$ cat src/plcp_pkg.sv
//------------------------------------------------------------------------------
// plcp_pkg
// Shared types and codes for the pin and LED command processor.
//------------------------------------------------------------------------------
`default_nettype none

package plcp_pkg;

   localparam int unsigned NumPins    = 4;
   localparam int unsigned MaxBytes   = 8;
   localparam int unsigned QueueDepth = 2;

   typedef enum logic [3:0] {
      OP_READ      = 4'h0,
      OP_LED_SET   = 4'h1,
      OP_LED_CLR   = 4'h2,
      OP_LED_LOAD  = 4'h3,
      OP_MODE_IN   = 4'h4,
      OP_MODE_PU   = 4'h5,
      OP_MODE_AN   = 4'h6,
      OP_MODE_OUT  = 4'h7,
      OP_MODE_PWM  = 4'h8,
      OP_OUT_SET   = 4'h9,
      OP_OUT_CLR   = 4'hA,
      OP_OUT_LOAD  = 4'hB,
      OP_PWM_VALUE = 4'hC,
      OP_ANALOG_RD = 4'hD,
      OP_USER_RD   = 4'hE,
      OP_NOP       = 4'hF
   } plcp_op_type;

   localparam logic [3:0] RD_ANGLE  = 4'h0;
   localparam logic [3:0] RD_LEDS   = 4'h8;
   localparam logic [3:0] RD_LEVELS = 4'h9;

   typedef enum logic [1:0] {
      MODE_INPUT  = 2'd0,
      MODE_PULLUP = 2'd1,
      MODE_ANALOG = 2'd2,
      MODE_OUTPUT = 2'd3
   } plcp_mode_type;

   // one queued command: response bytes plus the state after it
   typedef struct packed {
      logic [MaxBytes-1:0][7:0] bytes;
      logic [3:0]               count;
      logic [3:0]               led;
      logic [7:0]               modes;
      logic [3:0]               drive_en;
      logic [3:0]               drive_lvl;
   } plcp_entry_type;

   typedef struct packed {
      logic full;
      logic empty;
   } plcp_queue_status_type;

endpackage

`default_nettype wire

$ cat src/plcp_channels.sv
//------------------------------------------------------------------------------
// plcp_channels
// Valid/ready channel interfaces for requests and responses.
//------------------------------------------------------------------------------
`default_nettype none

interface plcp_req_if;
   logic        valid;
   logic        ready;
   logic [7:0]  command;
   logic [3:0]  pin_levels;
   logic [11:0] angle_raw;
   logic [9:0]  analog_zero;
   logic [9:0]  analog_one;
   logic [9:0]  analog_two;
   logic [9:0]  analog_three;
   logic [31:0] user_word;

   modport source (output valid, command, pin_levels, angle_raw, analog_zero,
                   analog_one, analog_two, analog_three, user_word,
                   input ready);
   modport sink   (input valid, command, pin_levels, angle_raw, analog_zero,
                   analog_one, analog_two, analog_three, user_word,
                   output ready);
endinterface

interface plcp_rsp_if;
   logic       valid;
   logic       ready;
   logic [7:0] data_byte;
   logic       byte_valid;
   logic       last;
   logic [3:0] led_bits;
   logic [7:0] pin_modes;
   logic [3:0] drive_enable;
   logic [3:0] drive_level;

   modport source (output valid, data_byte, byte_valid, last, led_bits,
                   pin_modes, drive_enable, drive_level, input ready);
   modport sink   (input valid, data_byte, byte_valid, last, led_bits,
                   pin_modes, drive_enable, drive_level, output ready);
endinterface

`default_nettype wire

$ cat src/pin_and_led_command_processor.sv
//------------------------------------------------------------------------------
// pin_and_led_command_processor
// Command byte in, response bytes out; keeps LED, pin mode and drive state.
//
//   channel   dir  payload                                        handshake
//   req_chan  in   command, pin_levels, angle_raw, analog_*, user  valid/ready
//   rsp_chan  out  data_byte, byte_valid, last, state fields       valid/ready
//
// A command is decoded in its accept cycle and queued (two entries); its
// first response is offered once its registered entry reaches the queue head.
// The back end emits one response per cycle while rsp_chan is ready: max(bytes,1)
// responses per command, at most 8 for an analog read of all four pins.
// Reset is synchronous; it empties the queue and restores the default state.
// Requests keep flowing while responses stall until the queue fills; a full
// queue holds ready low even in a cycle that pops.
//------------------------------------------------------------------------------
`default_nettype none

module pin_and_led_command_processor
   import plcp_pkg::*;
(
   input  wire logic  clock,
   input  wire logic  reset,
   plcp_req_if.sink   req_chan,
   plcp_rsp_if.source rsp_chan
);

   plcp_entry_type        push_entry;
   plcp_entry_type        head;
   plcp_queue_status_type q_status;
   logic                  push;
   logic                  pop;

   plcp_front u_front (
      .clock      (clock),
      .reset      (reset),
      .req        (req_chan),
      .q_status   (q_status),
      .push_entry (push_entry),
      .push_valid (push)
   );

   plcp_queue u_queue (
      .clock      (clock),
      .reset      (reset),
      .push       (push),
      .push_entry (push_entry),
      .pop        (pop),
      .head       (head),
      .status     (q_status)
   );

   plcp_back u_back (
      .clock    (clock),
      .reset    (reset),
      .head     (head),
      .q_status (q_status),
      .pop      (pop),
      .rsp      (rsp_chan)
   );

endmodule

`default_nettype wire

$ cat src/plcp_front.sv
//------------------------------------------------------------------------------
// plcp_front
// Decodes commands, owns LED/mode/output state, builds response entries.
//------------------------------------------------------------------------------
`default_nettype none

module plcp_front
   import plcp_pkg::*;
(
   input  wire logic                  clock,
   input  wire logic                  reset,
   plcp_req_if.sink                   req,
   input  wire plcp_queue_status_type q_status,
   output plcp_entry_type             push_entry,
   output logic                       push_valid
);

   logic [3:0]                 led_ff, led_in;
   plcp_mode_type [NumPins-1:0] modes_ff, modes_in;
   logic [3:0]                 out_ff, out_in;

   plcp_op_type                op;
   logic [3:0]                 arg;
   logic [MaxBytes-1:0][7:0]   bytes;
   logic [3:0]                 count;
   logic [3:0][9:0]            analog;
   logic [9:0]                 sample;
   logic                       do_mode;
   plcp_mode_type              new_mode;
   logic [3:0]                 levels_byte;
   logic [3:0]                 drive_en;
   logic                       accept;

   assign op     = plcp_op_type'(req.command[7:4]);
   assign arg    = req.command[3:0];
   assign analog = {req.analog_three, req.analog_two, req.analog_one, req.analog_zero};
   assign accept = req.valid && !q_status.full;
   assign req.ready  = !q_status.full;
   assign push_valid = accept;

   always_comb begin
      led_in   = led_ff;
      modes_in = modes_ff;
      out_in   = out_ff;
      bytes    = '0;
      count    = 4'd0;
      do_mode  = 1'b0;
      new_mode = MODE_PULLUP;
      sample   = '0;
      for (int i = 0; i < NumPins; i++) begin
         if (modes_ff[i] == MODE_INPUT || modes_ff[i] == MODE_PULLUP) begin
            levels_byte[i] = req.pin_levels[i];
         end else if (modes_ff[i] == MODE_OUTPUT) begin
            levels_byte[i] = out_ff[i];
         end else begin
            levels_byte[i] = 1'b0;
         end
      end
      case (op)
         OP_READ: begin
            case (arg)
               RD_ANGLE: begin
                  bytes[0] = {4'h0, req.angle_raw[11:8]};
                  bytes[1] = req.angle_raw[7:0];
                  count    = 4'd2;
               end
               RD_LEDS: begin
                  bytes[0] = {4'h0, led_ff};
                  count    = 4'd1;
               end
               RD_LEVELS: begin
                  bytes[0] = {4'h0, levels_byte};
                  count    = 4'd1;
               end
               default: ;
            endcase
         end
         OP_LED_SET:   led_in = led_ff | arg;
         OP_LED_CLR:   led_in = led_ff & ~arg;
         OP_LED_LOAD:  led_in = arg;
         OP_MODE_IN: begin
            do_mode  = 1'b1;
            new_mode = MODE_INPUT;
         end
         OP_MODE_PU, OP_MODE_PWM: begin
            do_mode  = 1'b1;
            new_mode = MODE_PULLUP;
         end
         OP_MODE_AN: begin
            do_mode  = 1'b1;
            new_mode = MODE_ANALOG;
         end
         OP_MODE_OUT: begin
            do_mode  = 1'b1;
            new_mode = MODE_OUTPUT;
         end
         OP_OUT_SET:   out_in = out_ff | arg;
         OP_OUT_CLR:   out_in = out_ff & ~arg;
         OP_OUT_LOAD:  out_in = arg;
         OP_ANALOG_RD: begin
            for (int i = NumPins - 1; i >= 0; i--) begin
               if (arg[i]) begin
                  sample = (modes_ff[i] == MODE_ANALOG) ? analog[i] : 10'd0;
                  bytes[count[2:0]]        = {6'h00, sample[9:8]};
                  bytes[count[2:0] + 3'd1] = sample[7:0];
                  count = count + 4'd2;
               end
            end
         end
         OP_USER_RD: begin
            bytes[0] = req.user_word[31:24];
            bytes[1] = req.user_word[23:16];
            bytes[2] = req.user_word[15:8];
            bytes[3] = req.user_word[7:0];
            count    = 4'd4;
         end
         default: ;
      endcase
      if (do_mode) begin
         for (int i = 0; i < NumPins; i++) begin
            if (arg[i]) begin
               modes_in[i] = new_mode;
               if (new_mode == MODE_OUTPUT) begin
                  out_in[i] = 1'b1;
               end
            end
         end
      end
      for (int i = 0; i < NumPins; i++) begin
         drive_en[i] = (modes_in[i] == MODE_OUTPUT);
      end
   end

   always_comb begin
      push_entry.bytes     = bytes;
      push_entry.count     = count;
      push_entry.led       = led_in;
      push_entry.modes     = modes_in;
      push_entry.drive_en  = drive_en;
      push_entry.drive_lvl = out_in;
   end

   always_ff @(posedge clock) begin
      if (reset) begin
         led_ff   <= '0;
         modes_ff <= {NumPins{MODE_PULLUP}};
         out_ff   <= '0;
      end else if (accept) begin
         led_ff   <= led_in;
         modes_ff <= modes_in;
         out_ff   <= out_in;
      end
   end

endmodule

`default_nettype wire

$ cat src/plcp_queue.sv
//------------------------------------------------------------------------------
// plcp_queue
// Two-entry queue of decoded commands between front and back.
//------------------------------------------------------------------------------
`default_nettype none

module plcp_queue
   import plcp_pkg::*;
(
   input  wire logic                  clock,
   input  wire logic                  reset,
   input  wire logic                  push,
   input  wire plcp_entry_type        push_entry,
   input  wire logic                  pop,
   output plcp_entry_type             head,
   output plcp_queue_status_type      status
);

   localparam int unsigned PtrW = $clog2(QueueDepth);

   plcp_entry_type              store_ff [QueueDepth];
   logic [PtrW-1:0]             wr_ptr_ff, wr_ptr_in;
   logic [PtrW-1:0]             rd_ptr_ff, rd_ptr_in;
   logic [PtrW:0]               fill_ff, fill_in;

   assign status.full  = (fill_ff == (PtrW+1)'(QueueDepth));
   assign status.empty = (fill_ff == '0);
   assign head         = store_ff[rd_ptr_ff];

   always_comb begin
      wr_ptr_in = wr_ptr_ff + PtrW'(push);
      rd_ptr_in = rd_ptr_ff + PtrW'(pop);
      fill_in   = fill_ff + (PtrW+1)'(push) - (PtrW+1)'(pop);
   end

   always_ff @(posedge clock) begin
      if (reset) begin
         wr_ptr_ff <= '0;
         rd_ptr_ff <= '0;
         fill_ff   <= '0;
      end else begin
         wr_ptr_ff <= wr_ptr_in;
         rd_ptr_ff <= rd_ptr_in;
         fill_ff   <= fill_in;
      end
   end

   always_ff @(posedge clock) begin
      if (push) begin
         store_ff[wr_ptr_ff] <= push_entry;
      end
   end

endmodule

`default_nettype wire

$ cat src/plcp_back.sv
//------------------------------------------------------------------------------
// plcp_back
// Streams the response bytes of the head entry, one per cycle while rsp is ready.
//------------------------------------------------------------------------------
`default_nettype none

module plcp_back
   import plcp_pkg::*;
(
   input  wire logic                  clock,
   input  wire logic                  reset,
   input  wire plcp_entry_type        head,
   input  wire plcp_queue_status_type q_status,
   output logic                       pop,
   plcp_rsp_if.source                 rsp
);

   localparam int unsigned IdxW = $clog2(MaxBytes);

   logic [IdxW-1:0] idx_ff, idx_in;
   logic            has_bytes;
   logic            is_last;
   logic            fire;

   assign has_bytes = (head.count != 4'd0);
   assign is_last   = !has_bytes || ({1'b0, idx_ff} == head.count - 4'd1);
   assign fire      = rsp.valid && rsp.ready;
   assign pop       = fire && is_last;

   assign rsp.valid        = !q_status.empty;
   assign rsp.data_byte    = has_bytes ? head.bytes[idx_ff] : 8'h00;
   assign rsp.byte_valid   = has_bytes;
   assign rsp.last         = is_last;
   assign rsp.led_bits     = head.led;
   assign rsp.pin_modes    = head.modes;
   assign rsp.drive_enable = head.drive_en;
   assign rsp.drive_level  = head.drive_lvl;

   always_comb begin
      idx_in = idx_ff;
      if (fire) begin
         idx_in = is_last ? '0 : idx_ff + IdxW'(1);
      end
   end

   always_ff @(posedge clock) begin
      if (reset) begin
         idx_ff <= '0;
      end else begin
         idx_ff <= idx_in;
      end
   end

endmodule

`default_nettype wire

$ cat src/flat_wrapper.sv
// flat-port wrapper written by rule: the top's interface ports become plain ports
module pin_and_led_command_processor_flat import plcp_pkg::*;
  (clock, reset, req_chan_valid, req_chan_command, req_chan_pin_levels, req_chan_angle_raw, req_chan_analog_zero, req_chan_analog_one, req_chan_analog_two, req_chan_analog_three, req_chan_user_word, req_chan_ready, rsp_chan_valid, rsp_chan_data_byte, rsp_chan_byte_valid, rsp_chan_last, rsp_chan_led_bits, rsp_chan_pin_modes, rsp_chan_drive_enable, rsp_chan_drive_level, rsp_chan_ready);
  plcp_req_if req_chan_i ();
  plcp_rsp_if rsp_chan_i ();
  input  wire logic clock;
  input  wire logic reset;
  input wire logic [$bits(req_chan_i.valid)-1:0] req_chan_valid;
  input wire logic [$bits(req_chan_i.command)-1:0] req_chan_command;
  input wire logic [$bits(req_chan_i.pin_levels)-1:0] req_chan_pin_levels;
  input wire logic [$bits(req_chan_i.angle_raw)-1:0] req_chan_angle_raw;
  input wire logic [$bits(req_chan_i.analog_zero)-1:0] req_chan_analog_zero;
  input wire logic [$bits(req_chan_i.analog_one)-1:0] req_chan_analog_one;
  input wire logic [$bits(req_chan_i.analog_two)-1:0] req_chan_analog_two;
  input wire logic [$bits(req_chan_i.analog_three)-1:0] req_chan_analog_three;
  input wire logic [$bits(req_chan_i.user_word)-1:0] req_chan_user_word;
  output wire logic [$bits(req_chan_i.ready)-1:0] req_chan_ready;
  output wire logic [$bits(rsp_chan_i.valid)-1:0] rsp_chan_valid;
  output wire logic [$bits(rsp_chan_i.data_byte)-1:0] rsp_chan_data_byte;
  output wire logic [$bits(rsp_chan_i.byte_valid)-1:0] rsp_chan_byte_valid;
  output wire logic [$bits(rsp_chan_i.last)-1:0] rsp_chan_last;
  output wire logic [$bits(rsp_chan_i.led_bits)-1:0] rsp_chan_led_bits;
  output wire logic [$bits(rsp_chan_i.pin_modes)-1:0] rsp_chan_pin_modes;
  output wire logic [$bits(rsp_chan_i.drive_enable)-1:0] rsp_chan_drive_enable;
  output wire logic [$bits(rsp_chan_i.drive_level)-1:0] rsp_chan_drive_level;
  input wire logic [$bits(rsp_chan_i.ready)-1:0] rsp_chan_ready;
  assign req_chan_i.valid = req_chan_valid;
  assign req_chan_i.command = req_chan_command;
  assign req_chan_i.pin_levels = req_chan_pin_levels;
  assign req_chan_i.angle_raw = req_chan_angle_raw;
  assign req_chan_i.analog_zero = req_chan_analog_zero;
  assign req_chan_i.analog_one = req_chan_analog_one;
  assign req_chan_i.analog_two = req_chan_analog_two;
  assign req_chan_i.analog_three = req_chan_analog_three;
  assign req_chan_i.user_word = req_chan_user_word;
  assign req_chan_ready = req_chan_i.ready;
  assign rsp_chan_valid = rsp_chan_i.valid;
  assign rsp_chan_data_byte = rsp_chan_i.data_byte;
  assign rsp_chan_byte_valid = rsp_chan_i.byte_valid;
  assign rsp_chan_last = rsp_chan_i.last;
  assign rsp_chan_led_bits = rsp_chan_i.led_bits;
  assign rsp_chan_pin_modes = rsp_chan_i.pin_modes;
  assign rsp_chan_drive_enable = rsp_chan_i.drive_enable;
  assign rsp_chan_drive_level = rsp_chan_i.drive_level;
  assign rsp_chan_i.ready = rsp_chan_ready;
  pin_and_led_command_processor u_core (.clock(clock), .reset(reset), .req_chan(req_chan_i), .rsp_chan(rsp_chan_i));
endmodule
$ cat config.mk
export PLATFORM = sky130hd
export DESIGN_NAME = pin_and_led_command_processor_flat
export DESIGN_NICKNAME = d
export VERILOG_FILES = /design/src/plcp_pkg.sv /design/src/plcp_channels.sv /design/src/pin_and_led_command_processor.sv /design/src/plcp_front.sv /design/src/plcp_queue.sv /design/src/plcp_back.sv /design/src/flat_wrapper.sv
export SDC_FILE = /design/constraint.sdc
export NUM_CORES = 1
export LEC_CHECK = 0
export BUFFER_PORTS_ARGS = -buffer_cell sky130_fd_sc_hd__buf_4
export CORE_ASPECT_RATIO = 0.8
export CORE_MARGIN = 4
export CORE_UTILIZATION = 45
export CTS_CLUSTER_SIZE = 16
export DETAILED_ROUTE_END_ITERATION = 10
export MAX_ROUTING_LAYER = met4
export SYNTH_ARGS = -nofsm -noshare
export SYNTH_HDL_FRONTEND = slang
export SYNTH_HIERARCHICAL = 1
export SYNTH_SLANG_ARGS = --single-unit
$ cat constraint.sdc
create_clock -name clock -period 5.06 [get_ports clock]
set_clock_uncertainty 0.15 [all_clocks]
set_input_delay 0.253 -clock clock [delete_from_list [all_inputs] [get_ports clock]]
set_output_delay 0.253 -clock clock [all_outputs]
set_load 0.01 [all_outputs]
==> flow_metrics.tcl <==
set metrics [dict create \
    antenna_found_initial 0 \
    vias 7049 \
    drc 0 \
    start_util_pct 45.6 \
    crit_required_ns 4.66 \
    dr.pass1.iters 7 \
    max_freq_ghz 0.256 \
    cts_root_buf "clkbuf_16" \
    min_to "u_core/u_queue/store_ff[1][27]" \
    synth.area.top_cells "edfxtp_1, mux2_2, dfxtp_1" \
    setup.worst_path.end_class "primary output" \
    drv_slew 0 \
    numCtsBuffers 17 \
    clock_latency_ns 0.44 \
    maxCapViolCount 0 \
    num_antenna_cells 0 \
    synthFlopType "edfxtp_1" \
    grt_usage_pct 22.2 \
    yosysSeqAreaShare_pct 56.3 \
    h-tree-depth 4 \
    drt_wl_total_um 27600 \
    grt_setup_unrepaired "false" \
    leakage_nw 4.34 \
    cp.arrival_ns 3.51 \
    die_y_um 143 \
    worstMarginPinSlew_ns 1.16 \
    start_kind "flip-flop" \
    timing_hold_violations_final 0 \
    ys_warn_count 6 \
    hp-start "req_chan_angle_raw[11]" \
    final_util_pct 53.7 \
    clockBufferDepth 2 \
    synth_largest_area_cell "edfxtp_1" \
    tns_ns 0 \
    synth_top_area_share_pct 51.8 \
    r2r-end "u_core/u_queue/fill_ff[1]" \
    area_delta_synth_final_pct 17.7 \
    drt_iter0_drc 704 \
    cts.sinks 199 \
    r2r_slack_ns 1.70 \
    clk_pin_slew_ns 0.08 \
    period_needed_ns 3.91 \
    hpwl_um 19000 \
    layout-drive-gt1-share_pct 30.7 \
    power_density_nw_per_um2 399 \
    fin_crit_sh_pct 77.3 \
    hp-class "in2reg" \
    crit_fanout 49 \
    pin_count 132 \
    ir_drop_v 0.000175 \
    synthTopCellsByCount "edfxtp_1, mux2_2, nor2_1, buf_4, and2_1" \
    status "finished, final reports clean" \
    regToRegStartpoint "u_core/u_queue/rd_ptr_ff" \
    setup_viol 0 \
    vias_per_cell 5.82 \
    finalNetCount 1008 \
    cts_resized 0 \
    worstSetupPathType "reg2out" \
    synth_edf_count 176 \
    gr-total-overflow 0 \
    rows 49 \
    dieWidth_um 176 \
    synth_most_common_cell "edfxtp_1" \
    core-area_um2 22400 \
    place.gp.congestion 0.938 \
    grt_pass1_wl_um 41100 \
    final_antenna_net_count 0 \
    dieArea_um2 25200 \
    placed_cells 1162 \
    first_global_vias 6867 \
    synth_cell_types 54 \
    whs_path_depth 2 \
    portBuffers 131 \
    relSlewSlack_pct 22.2 \
    grt_max_degree 55 \
    syn-cell-area_um2 10200 \
    synth_seq_cells 199 \
    async_flop_share_pct 0 \
    syn_inst 786 \
    layout.cells.non_filler 1211 \
    power_w 0.00480 \
    post_cts_buffers 0 \
    avgSynthCellArea_um2 13.0 \
    routedWlPerCell_um 22.8 \
    tritoncts "done" \
    worstRegToRegCells 11 \
    hold_buffers 17 \
]
-- final cells by class --
type / instances / area, um^2
Clock buffer: 17 / 425
Timing Repair Buffer: 159 / 1240
Multi-Input combinational cell: 491 / 3930
Tap cell: 306 / 383
Inverter: 24 / 90.1
Fill cell: 1918 / 10400
Clock inverter: 15 / 201
Sequential cell: 199 / 5750
-- registers in the layout (all words and copies together) (netlist names) --
name	flops
u_core/u_queue/store_ff	176
u_core/u_front/modes_ff	8
u_core/u_front/led_ff	4
u_core/u_front/out_ff	4
u_core/u_back/idx_ff	3
u_core/u_queue/fill_ff	2
u_core/u_queue/rd_ptr_ff	1
u_core/u_queue/wr_ptr_ff	1
-- per-stage QoR --
step           cell area [um^2]  hold slack, ns  setup slack, ns
6_report                  12000          0.0240             1.15
5_1_grt                   12000          0.0195             1.01
4_1_cts                   12000         0.00120             1.12
3_5_place_dp              11200           0.331             1.61
3_3_place_gp              11200           0.327             1.64
2_1_floorplan             10300           0.170             1.21
-- where the power goes --
part	total, W	leakage [nW]	internal, W	switching (W)
combinational	0.00119	2.16	0.000566	0.000623
sequential	0.00220	1.87	0.00210	0.000101
clock	0.00141	0.304	0.000690	0.000720
total	0.00480	4.34	0.00335	0.00144
-- routing by layer --
layer / share of wire (%) / wire [um] / global-route usage [%]
met1: 46 / 12600 / 31.9
met2: 46 / 12800 / 33.5
met3: 6.2 / 1720 / 3.65
met4: 1.6 / 449 / 5.33
met5: 0 / 0 / -
-- worst max-delay path, stage by stage, from the launching register on --
cell	delay, ns
dfxtp_4	0.85
buf_4	0.64
mux2_2	0.40
mux4_1	0.49
mux2i_1	0.38
nor2_1	0.10
buf_4	0.17
-- cells by family (layout without fill, tap and decap cells) --
logic type,after synthesis,count (layout),synth area share [%]
adders and majority gates,16,16,1.96
buffers and inverters,107,215,5.91
xor gates and xnor gates,10,10,0.992
and+or+nand+nor,183,183,8.77
muxes,114,114,14.9
DFF,199,199,56.3
other,1,12,0.0367
AOI/OAI and AO/OA,156,156,11.2
-- cells in the final DEF, fill, tap and decap left out, types with 10 or more instances in the layout --
cell           instances
a22oi_1               18
o21ai_0               20
conb_1                12
mux2_4                10
a221oi_1              19
o31ai_1               18
ha_1                  14
buf_4                142
mux2_2                78
a21oi_1               24
inv_1                 24
mux2i_1               10
dfxtp_1               22
edfxtp_1             176
nand2_1               31
clkbuf_16             17
dlygate4sd3_1         17
nor2_1                77
and2_1                34
-- worst max-delay path by stage --
stage                                   start                             to  slack [ns]  depth (start not counted)
finish               u_core/u_queue/rd_ptr_ff          rsp_chan_data_byte[1]        1.15                          6
global placement     u_core/u_queue/rd_ptr_ff          rsp_chan_data_byte[1]        1.64                          6
detailed placement   u_core/u_queue/rd_ptr_ff          rsp_chan_data_byte[1]        1.61                          6
CTS                  u_core/u_queue/rd_ptr_ff          rsp_chan_data_byte[1]        1.12                          6
global route         u_core/u_queue/rd_ptr_ff          rsp_chan_data_byte[1]        1.01                          6
floorplan           u_core/u_queue/fill_ff[1]  u_core/u_queue/store_ff[0][0]        1.21                          6
No activity file was read; power rests on OpenSTA's default activity.
